<file path="src/ccbu_pkg.sv">
// Shared types and constants for the conservative counting Bloom filter update block.
package ccbu_pkg;

   // Storage defaults
   localparam int DEF_COUNT_ADDR_BITS = 16;
   localparam int DEF_SEQ_ADDR_BITS   = 16;
   localparam int DEF_NUM_SEQ_HASH    = 8;

   // Fixed field widths
   localparam int MAX_SEQ_HASH = 8;
   localparam int HASH_W       = 32;
   localparam int CNT_W        = 4;
   localparam int SEL_W        = 3;
   localparam int TOTAL_W      = 32;
   localparam int THR_W        = 4;
   localparam int LEN_W        = 5;
   localparam int CSR_IDX_W    = 2;
   localparam int CSR_DATA_W   = 5;

   localparam logic [CNT_W-1:0]   CNT_MAX   = 4'd15;
   localparam logic [TOTAL_W-1:0] TOTAL_MAX = 32'hFFFF_FFFF;

   // Register indexes
   localparam logic [CSR_IDX_W-1:0] REG_MIN_COUNT_THRESHOLD = 2'd0;
   localparam logic [CSR_IDX_W-1:0] REG_COUNT_LEN_LOG2      = 2'd1;
   localparam logic [CSR_IDX_W-1:0] REG_SEQ_LEN_LOG2        = 2'd2;

   // Register reset values
   localparam logic [THR_W-1:0] RST_MIN_COUNT_THRESHOLD = 4'd2;
   localparam logic [LEN_W-1:0] RST_COUNT_LEN_LOG2      = 5'd16;
   localparam logic [LEN_W-1:0] RST_SEQ_LEN_LOG2        = 5'd16;

   // Transaction kinds
   localparam logic KIND_INSERT = 1'b0;
   localparam logic KIND_READ   = 1'b1;

   // Controller to datapath commands
   typedef struct packed {
      logic clear;         // zero one entry of every store, advance sweep
      logic capture;       // take the request payload
      logic read;          // read counters and valid bits
      logic write_first;   // first counter write, valid bits, valid count
      logic write_second;  // second counter write
      logic load_rsp;      // load the result register
   } cmd_type;

   // Datapath to controller status
   typedef struct packed {
      logic clear_last;
   } status_type;

endpackage

</file>
<file path="src/ccbu_ctrl.sv">
// Controller state machine for the conservative counting Bloom filter update block.
module ccbu_ctrl
   import ccbu_pkg::*;
(
   input  logic       clock,
   input  logic       reset,
   input  logic       req_valid,
   output logic       req_stall,
   output logic       rsp_valid,
   input  logic       rsp_stall,
   input  status_type status,
   output cmd_type    cmd
);

   typedef enum logic [5:0] {
      ST_CLEAR    = 6'b000001,
      ST_IDLE     = 6'b000010,
      ST_READ     = 6'b000100,
      ST_UPDATE_A = 6'b001000,
      ST_UPDATE_B = 6'b010000,
      ST_RESPOND  = 6'b100000
   } state_type;

   state_type state_ff, state_in;
   logic      rsp_valid_ff, rsp_valid_in;
   logic      accept, rsp_free;

   assign req_stall = (state_ff != ST_IDLE);
   assign accept    = req_valid && !req_stall;
   assign rsp_valid = rsp_valid_ff;
   // Result register can take a new result when empty or being drained
   assign rsp_free  = !rsp_valid_ff || !rsp_stall;

   always_comb begin
      state_in = state_ff;
      cmd      = '0;
      unique case (state_ff)
         ST_CLEAR: begin
            cmd.clear = 1'b1;
            if (status.clear_last) begin
               state_in = ST_IDLE;
            end
         end
         ST_IDLE: begin
            if (accept) begin
               cmd.capture = 1'b1;
               state_in    = ST_READ;
            end
         end
         ST_READ: begin
            cmd.read = 1'b1;
            state_in = ST_UPDATE_A;
         end
         ST_UPDATE_A: begin
            cmd.write_first = 1'b1;
            state_in        = ST_UPDATE_B;
         end
         ST_UPDATE_B: begin
            cmd.write_second = 1'b1;
            state_in         = ST_RESPOND;
         end
         ST_RESPOND: begin
            if (rsp_free) begin
               cmd.load_rsp = 1'b1;
               state_in     = ST_IDLE;
            end
         end
         default: begin
            state_in = ST_CLEAR;
         end
      endcase
   end

   always_comb begin
      rsp_valid_in = rsp_valid_ff;
      if (cmd.load_rsp) begin
         rsp_valid_in = 1'b1;
      end else if (rsp_valid_ff && !rsp_stall) begin
         rsp_valid_in = 1'b0;
      end
   end

   always_ff @(posedge clock) begin
      if (reset) begin
         state_ff     <= ST_CLEAR;
         rsp_valid_ff <= 1'b0;
      end else begin
         state_ff     <= state_in;
         rsp_valid_ff <= rsp_valid_in;
      end
   end

endmodule

</file>
<file path="config.mk">
export PLATFORM = sky130hd
export DESIGN_NAME = ccbu_ctrl
export DESIGN_NICKNAME = d
export VERILOG_FILES = /design/src/ccbu_pkg.sv /design/src/ccbu_ctrl.sv
export SDC_FILE = /design/constraint.sdc
export NUM_CORES = 1
export LEC_CHECK = 0
export BUFFER_PORTS_ARGS = -buffer_cell sky130_fd_sc_hd__buf_2
export CAP_MARGIN = 20
export CORE_AREA = 2 2 39 41
export CTS_BUF_LIST = sky130_fd_sc_hd__clkbuf_2 sky130_fd_sc_hd__clkbuf_4 sky130_fd_sc_hd__clkbuf_8
export DETAILED_ROUTE_END_ITERATION = 10
export DIE_AREA = 0 0 41 43
export PLACE_DENSITY = 0.55
export SLEW_MARGIN = 40
export SYNTH_ARGS = -nofsm -noshare
export SYNTH_HDL_FRONTEND = slang
export SYNTH_SLANG_ARGS = --single-unit
</file>
<file path="constraint.sdc">
create_clock -name clock -period 1.55 [get_ports clock]
set_clock_uncertainty 0.1 [all_clocks]
set_input_delay 0.0775 -clock clock [delete_from_list [all_inputs] [get_ports clock]]
set_output_delay 0.0775 -clock clock [all_outputs]
set_load 0.02 [all_outputs]
</file>
==> impl_summary.log, run 1 <==
[metrics] remaining antenna violation count after routing: 0
[metrics] worst-margin pin slew: 392 ps
[metrics] TritonCTS Buffers: 3
[metrics] Reg-to-Reg Start: state_ff[3]
[metrics] die area: 1760 um^2
[metrics] wire length of the first global-routing pass: 1630 um
[metrics] count of TritonRoute iterations in the first routing pass: 4
[metrics] cell with the largest stage delay on the worst path: sky130_fd_sc_hd__or4_4
[metrics] clock tree root driver cell: sky130_fd_sc_hd__clkbuf_4
[metrics] area of the placeable core: 1380 um^2
[metrics] effective utilization at floorplan: 30.0%
[metrics] count of filler cells inserted in the layout: 135
[metrics] vias: 433
[metrics] pin count of the biggest net entering global routing: 9
[metrics] Arr. time, crit path: 1400 ps
[metrics] count of non-filler cells in the finished layout: 82
[metrics] synth warn: 0
[metrics] leading register cell type out of synthesis: sky130_fd_sc_hd__dfxtp_1
[metrics] Endpoint, Worst Hold: state_ff[1]
[metrics] total wire length: 1050 um
[metrics] setup repair after global routing missed its margin: yes
[metrics] number of cells on the worst hold path: 3
[metrics] worst ir drop on vdd: 0.406 mV
[metrics] Syn-to-layout area delta: 43.7%
[metrics] gate count after technology mapping: 48
[metrics] Inst Count DP: 74
[metrics] timing-limited maximum frequency: 636 MHz
[metrics] largest buffer count on any clock path: 2
[metrics] cell count of the worst reg-to-reg path: 4
[metrics] worst hold-check path type: in -> reg
[metrics] NumNets Final: 72
[metrics] GRT Total Usage: 14.9%
[metrics] net count after synthesis: 53
[metrics] worst slack after detailed placement: 160 ps
[metrics] number of buffers added on ports: 12
[metrics] RePlAce Congestion: 0.786
[metrics] leading area contributor after synthesis: sky130_fd_sc_hd__dfxtp_1
[metrics] violated checks: negative setup slack
[metrics] share of flip-flops with an asynchronous set or reset after synthesis: 0%
[metrics] critical-path cell list: or4_4, nor2_4, buf_6
[metrics] post-synthesis instance area: 415 um^2
[metrics] Critical Path Source Type: register
[metrics] DP Wirelength: 687 um
[metrics] Slew HR: 73.2%
[metrics] required time reported for the critical path endpoint: 1370 ps
[metrics] overall power: 0.555 mW
[metrics] element type at the critical path end: primary output
[metrics] outcome: finished, violations left
[metrics] via count of the first global-routing pass: 381
[metrics] Worst Hold Launch: req_valid
[metrics] number of setup violations in the final report: 1
[metrics] power density of the placed cells: 930 nW/um^2
[metrics] Inserted Diodes: 0
[metrics] worst-case setup margin in the final layout: -23.3 ps
[metrics] Crit Path Class: reg -> out
[metrics] final-report max-slew violation count: 0
[metrics] total clock sinks: 7
[metrics] cell leakage power: 0.254 nW
[metrics] WL/cell: 12.8 um
[metrics] synthesis-stage register bit count: 7
[metrics] count of distinct cell types in the synthesized netlist: 26
[metrics] site row count: 14
[metrics] via density per instance: 5.28
[metrics] antenna violations before repair: 0
[metrics] final critical path time including I/O delays and setup: 1570 ps
[metrics] setup slack, reg-to-reg: 20 ps
[metrics] Final Hold Fails: 0
[metrics] number of DRC violations after detailed routing: 0
[metrics] vertical die dimension: 43 um
[metrics] Area contributors post-synth: sky130_fd_sc_hd__dfxtp_1 (34%), sky130_fd_sc_hd__a21oi_1 (6.0%), sky130_fd_sc_hd__nor2b_1 (4.5%)
[metrics] H-tree levels: 1
[metrics] commonest cells in the synthesized netlist: sky130_fd_sc_hd__dfxtp_1 (7), sky130_fd_sc_hd__a21oi_1 (5), sky130_fd_sc_hd__nor2_1 (4), sky130_fd_sc_hd__nand2_1 (3), sky130_fd_sc_hd__nor2b_1 (3)
[metrics] endpoint of the most critical register-to-register path: state_ff[1]
[metrics] cell with the most instances after synthesis: sky130_fd_sc_hd__dfxtp_1
[metrics] part of the Yosys area used for sequential elements: 33.7%
[metrics] share of the synthesized area in the top cell type: 33.7%
[metrics] largest driver fanout on the critical path: 6
[metrics] post-route fraction of the period consumed by the critical path: 102%
[metrics] fraction of final layout cells sized beyond drive strength 1: 50.0%
[metrics] reported max-cap violation count: 0
[metrics] number of primary I/O pins: 13
[metrics] setup TNS: -23.3 ps
[metrics] clock-pin slew of the registers on the worst-case setup and hold paths: 60 ps
[metrics] 1st-iter DRT viols: 8
[metrics] worst hold slack: 79.2 ps
[metrics] die width: 41 um
[metrics] insertion delay to the later sink of the worst-skew pair: 260 ps
[metrics] CTS tree: yes
[metrics] largest stage delay on the critical path: 550 ps
[metrics] global route total overflow: 0
[metrics] number of enable-type register cells in the synthesized netlist: 0
[metrics] synthesized area divided by synthesized cell count: 8.65 um^2
[kinds of logic (layout without fill, tap and decap cells)]
group | after synthesis | count (layout) | synth area share, %
compound gates | 10 | 10 | 16.9
simple gates | 26 | 26 | 40.1
buf+inv | 4 | 22 | 7.23
xor+xnor | 1 | 1 | 2.11
flops | 7 | 7 | 33.7
[power by group]
part	internal (mW)	switching [mW]
combinational	0.0756	0.0725
clock	0.116	0.0767
sequential	0.192	0.0219
[timing repair]
item / 4_1_cts / 5_1_grt
hold buffers: 2 / 0
endpoints found under the setup margin: 4 / 7
endpoints found under the hold margin: 4 / 0
cloned: 0 / 0
gates resized for setup: 10 / 8
buffers inserted: 1 / 1
pin swaps: 2 / 1
[layout by cell type, fill, tap and decap left out, drive strengths merged]
cell type    Yosys  layout
a221o            1       1
a22o             1       1
nand2            3       3
clkbuf           0       4
a2111oi          1       1
nor4             2       2
nor2             4       4
o211a            1       1
nor2b            3       3
or4              1       1
xor2             1       1
nor3             2       2
inv              1       1
a21oi            5       5
nor3b            1       1
nand4            1       1
a211oi           1       1
nor4b            1       1
and2             2       2
and2b            1       1
nand2b           2       2
buf              3      15
dfxtp            7       7
nand3b           1       1
and3             2       2
dlygate4sd3      0       2
[critical path, delay by kind of cell (launching register included)]
family | cells | cell delay, ps
simple gates | 2 | 650
flops | 1 | 370
buf+inv | 1 | 120
[sequential cells by signal, summed over array words and instances, names as in the netlist]
signal and count:
state_ff 6, rsp_valid 1
[metrics by stage]
step                      utilization, %  instance area (um^2)
after floorplan                        -                   415
after global placement              34.4                   477
after detailed placement            34.4                   477
after CTS                           40.9                   566
after global routing                43.1                   597
final                               43.1                   597
[worst max-delay path by stage]
stage | to | startpoint | slack [ps]
after global routing | cmd[3] | state_ff[3] | -50
after floorplan | cmd[3] | state_ff[4] | 150
after global placement | cmd[0] | state_ff[4] | 160
final | cmd[3] | state_ff[3] | -20
after CTS | cmd[3] | state_ff[3] | -30
after detailed placement | state_ff[0] | state_ff[4] | 160
[layout make-up]
cell class / count / area [um^2] / area share (%)
multi-input cells: 37 / 277 / 46.3
flip-flops and latches: 7 / 153 / 25.6
repair buffers: 17 / 114 / 19.1
well taps: 16 / 20.0 / 3.35
clock buffers: 4 / 30.0 / 5.03
inverters: 1 / 3.75 / 0.629
[metal layers]
layer | vias up | track usage (%) | routed length [um]
li1 | 212 | - | -
met1 | 205 | 16.8 | 441
met2 | 12 | 20.6 | 512
met3 | 4 | 3.14 | 43
met4 | 0 | 16.0 | 55
met5 | - | 0 | 0
(Power assumes the default switching activity.)
==> inputs of run 2 (changes only) <==
PLACE_DENSITY = 0.57   (was 0.55)
clock period = 1.42 ns   (was 1.55 ns; I/O delays follow)
==> run 2 against run 1 <==
Against the previous run: the flow still finishes with violations (negative setup slack); cell count increased by 9.8%; clock power increased by 9%; largest cell class unchanged; combinational power increased by 73%.
==> impl_summary.log, run 2 (synthesis results as in run 1) <==
[metrics] largest driver fanout on the critical path: 6 (unchanged)
[metrics] Final Hold Fails: 0 (unchanged)
[metrics] 1st-iter DRT viols: 6 (-2)
[metrics] final-report max-slew violation count: 0 (unchanged)
[metrics] RePlAce Congestion: 0.724 (-7.9%)
[metrics] total wire length: 1290 um (+22%)
[metrics] clock-pin slew of the registers on the worst-case setup and hold paths: 60 ps (about the same)
[metrics] total clock sinks: 7 (unchanged)
[metrics] TritonCTS Buffers: 3 (unchanged)
[metrics] via count of the first global-routing pass: 424 (+11%)
[metrics] DP Wirelength: 722 um (+5.0%)
[metrics] area of the placeable core: 1380 um^2 (unchanged)
[metrics] clock tree root driver cell: sky130_fd_sc_hd__clkbuf_4
[metrics] WL/cell: 14.3 um (+11%)
[metrics] worst hold-check path type: in -> reg
[metrics] reported max-cap violation count: 0 (unchanged)
[metrics] setup repair after global routing missed its margin: yes
[metrics] vertical die dimension: 43 um (unchanged)
[metrics] leading cell type in the layout, fill and taps excluded: sky130_fd_sc_hd__buf_4
[metrics] Arr. time, crit path: 1410 ps (about the same)
[metrics] fraction of final layout cells sized beyond drive strength 1: 66.2% (+16 points)
[metrics] worst path bufs/invs: 2 (+1)
[metrics] Slew HR: 70.8% (-2.4 points)
[metrics] insertion delay to the later sink of the worst-skew pair: 260 ps (about the same)
[metrics] count of filler cells inserted in the layout: 114 (-16%)
[metrics] final critical path time including I/O delays and setup: 1580 ps
[metrics] cell count of the worst reg-to-reg path: 4 (unchanged)
[metrics] worst-case setup margin in the final layout: -161 ps (-138 ps)
[metrics] violated checks: negative setup slack
[metrics] crit-path most repeated cell: sky130_fd_sc_hd__buf_4
[metrics] antenna violations before repair: 0 (unchanged)
[metrics] GRT Total Usage: 15.9% (+0.99 points)
[metrics] die width: 41 um (unchanged)
[metrics] largest buffer count on any clock path: 2 (unchanged)
[metrics] Crit Path Class: reg -> out
[metrics] effective utilization at floorplan: 30.0% (unchanged)
[metrics] wire length of the first global-routing pass: 1810 um (+11%)
[metrics] number of primary I/O pins: 13 (unchanged)
[metrics] NumNets Final: 80 (+11%)
[metrics] worst slack after detailed placement: 14.2 ps (-145 ps)
[metrics] site row count: 14 (unchanged)
[metrics] global route total overflow: 0 (unchanged)
[metrics] Critical Path Source Type: register
[metrics] overall power: 0.698 mW (+26%)
[metrics] via density per instance: 5.30 (+0.37%)
[metrics] Inserted Diodes: 0 (unchanged)
[metrics] register with the most flip-flops: state_ff
[metrics] setup slack, reg-to-reg: -130 ps (-150 ps)
[metrics] endpoint of the most critical register-to-register path: state_ff[1]
[metrics] power density of the placed cells: 926 nW/um^2 (-0.47%)
[metrics] Largest register FFs: 6 (unchanged)
[metrics] number of setup violations in the final report: 8 (+7)
[metrics] cell leakage power: 0.326 nW (+28%)
[metrics] largest stage delay on the critical path: 370 ps (-180 ps)
[metrics] worst ir drop on vdd: 0.452 mV (+11%)
[metrics] number of DRC violations after detailed routing: 0 (unchanged)
[metrics] Syn-to-layout area delta: 81.6%
[metrics] number of cells on the worst hold path: 3 (unchanged)
[metrics] die area: 1760 um^2 (unchanged)
[metrics] Reg-to-Reg Start: state_ff[3]
[metrics] CTS tree: yes
[metrics] vias: 477 (+10%)
[metrics] commonest non-fill, non-tap cells in the layout: sky130_fd_sc_hd__buf_4 (10), sky130_fd_sc_hd__buf_6 (9), sky130_fd_sc_hd__buf_2 (5), sky130_fd_sc_hd__clkbuf_4 (4), sky130_fd_sc_hd__dfxtp_4 (4)
[metrics] Endpoint, Worst Hold: rsp_valid
[metrics] post-route fraction of the period consumed by the critical path: 111%
[metrics] remaining antenna violation count after routing: 0 (unchanged)
[metrics] element type at the critical path end: primary output
[metrics] outcome: finished, violations left
[metrics] timing-limited maximum frequency: 632 MHz
[metrics] cell with the largest stage delay on the worst path: sky130_fd_sc_hd__dfxtp_4
[metrics] H-tree levels: 1 (unchanged)
[metrics] required time reported for the critical path endpoint: 1250 ps (-120 ps)
[metrics] count of TritonRoute iterations in the first routing pass: 4 (unchanged)
[metrics] pin count of the biggest net entering global routing: 8 (-1)
[metrics] number of buffers added on ports: 12 (unchanged)
[metrics] Worst Hold Launch: rsp_stall
[metrics] worst-margin pin slew: 437 ps (+45.5 ps)
[metrics] critical-path cell list: nor4b_2, buf_4, nand2_4, a21oi_2, buf_4
[metrics] cell type group with the largest total delay on the critical path: flip-flops
## run 2: cell types whose count changed in the layout (fill, tap and decap cells not counted), sizes merged
cell / before / now
buf: 15 / 24
dlygate4sd3: 2 / 1
## run 2: area by class of cell
type	count	area [um^2]	area share (%)
multi-input combinational	37	332	43.9
timing repair buffer	25	211	28.0
sequential	7	158	20.9
clock buffer	4	30.0	3.98
tap	16	20.0	2.65
inverter	1	3.75	0.498
## run 2: through the flow
stage	hold slack, ps	util, %	setup TNS [ps]	cells	instance area (um^2)
floorplan	40.1	-	0	48	415
global placement	247	36.1	0	77	499
detailed placement	243	36.1	0	77	499
CTS	7.11	47.7	-681	88	661
global route	30.9	54.5	-1330	90	754
finish	17.8	54.5	-743	90	754
## run 2: what timing repair did
item,CTS,global route
cloned,0,0
pin swaps,4,5
endpoints found under the setup margin,6,12
resized for setup,23,20
hold buffers,1,0
buffers inserted,6,3
hold endpoints to repair,4,0
## run 2: worst max path at each step
stage,endpoint,slack (ps),from,cells after the start
2_1_floorplan,cmd[3],20,state_ff[4],3
3_3_place_gp,state_ff[0],20,state_ff[4],3
3_5_place_dp,state_ff[0],10,state_ff[4],3
4_1_cts,cmd[3],-140,state_ff[3],3
5_1_grt,cmd[0],-220,state_ff[4],5
6_report,cmd[0],-160,state_ff[4],5
## run 2: power breakdown
group          internal, mW  switching [mW]
registers             0.206          0.0266
logic                 0.144           0.112
clock network         0.127          0.0828
total                 0.477           0.221
## run 2: routing by layer
layer  up-vias  share of wire [%]  GRT usage [%]  wire, um
met5         -                  0              0         0
met4         0                2.8           14.0        36
met3         4                2.8           3.14        36
met2        16                 49           21.9       634
met1       229                 45           19.6       579
li1        228                  -              -         -
## run 2: worst register-to-register path, stage by stage (launching register included)
cell,delay (ps)
sky130_fd_sc_hd__dfxtp_4,360
sky130_fd_sc_hd__or4_4,560
sky130_fd_sc_hd__buf_6,150
sky130_fd_sc_hd__nor3_4,160
sky130_fd_sc_hd__o211a_1,150
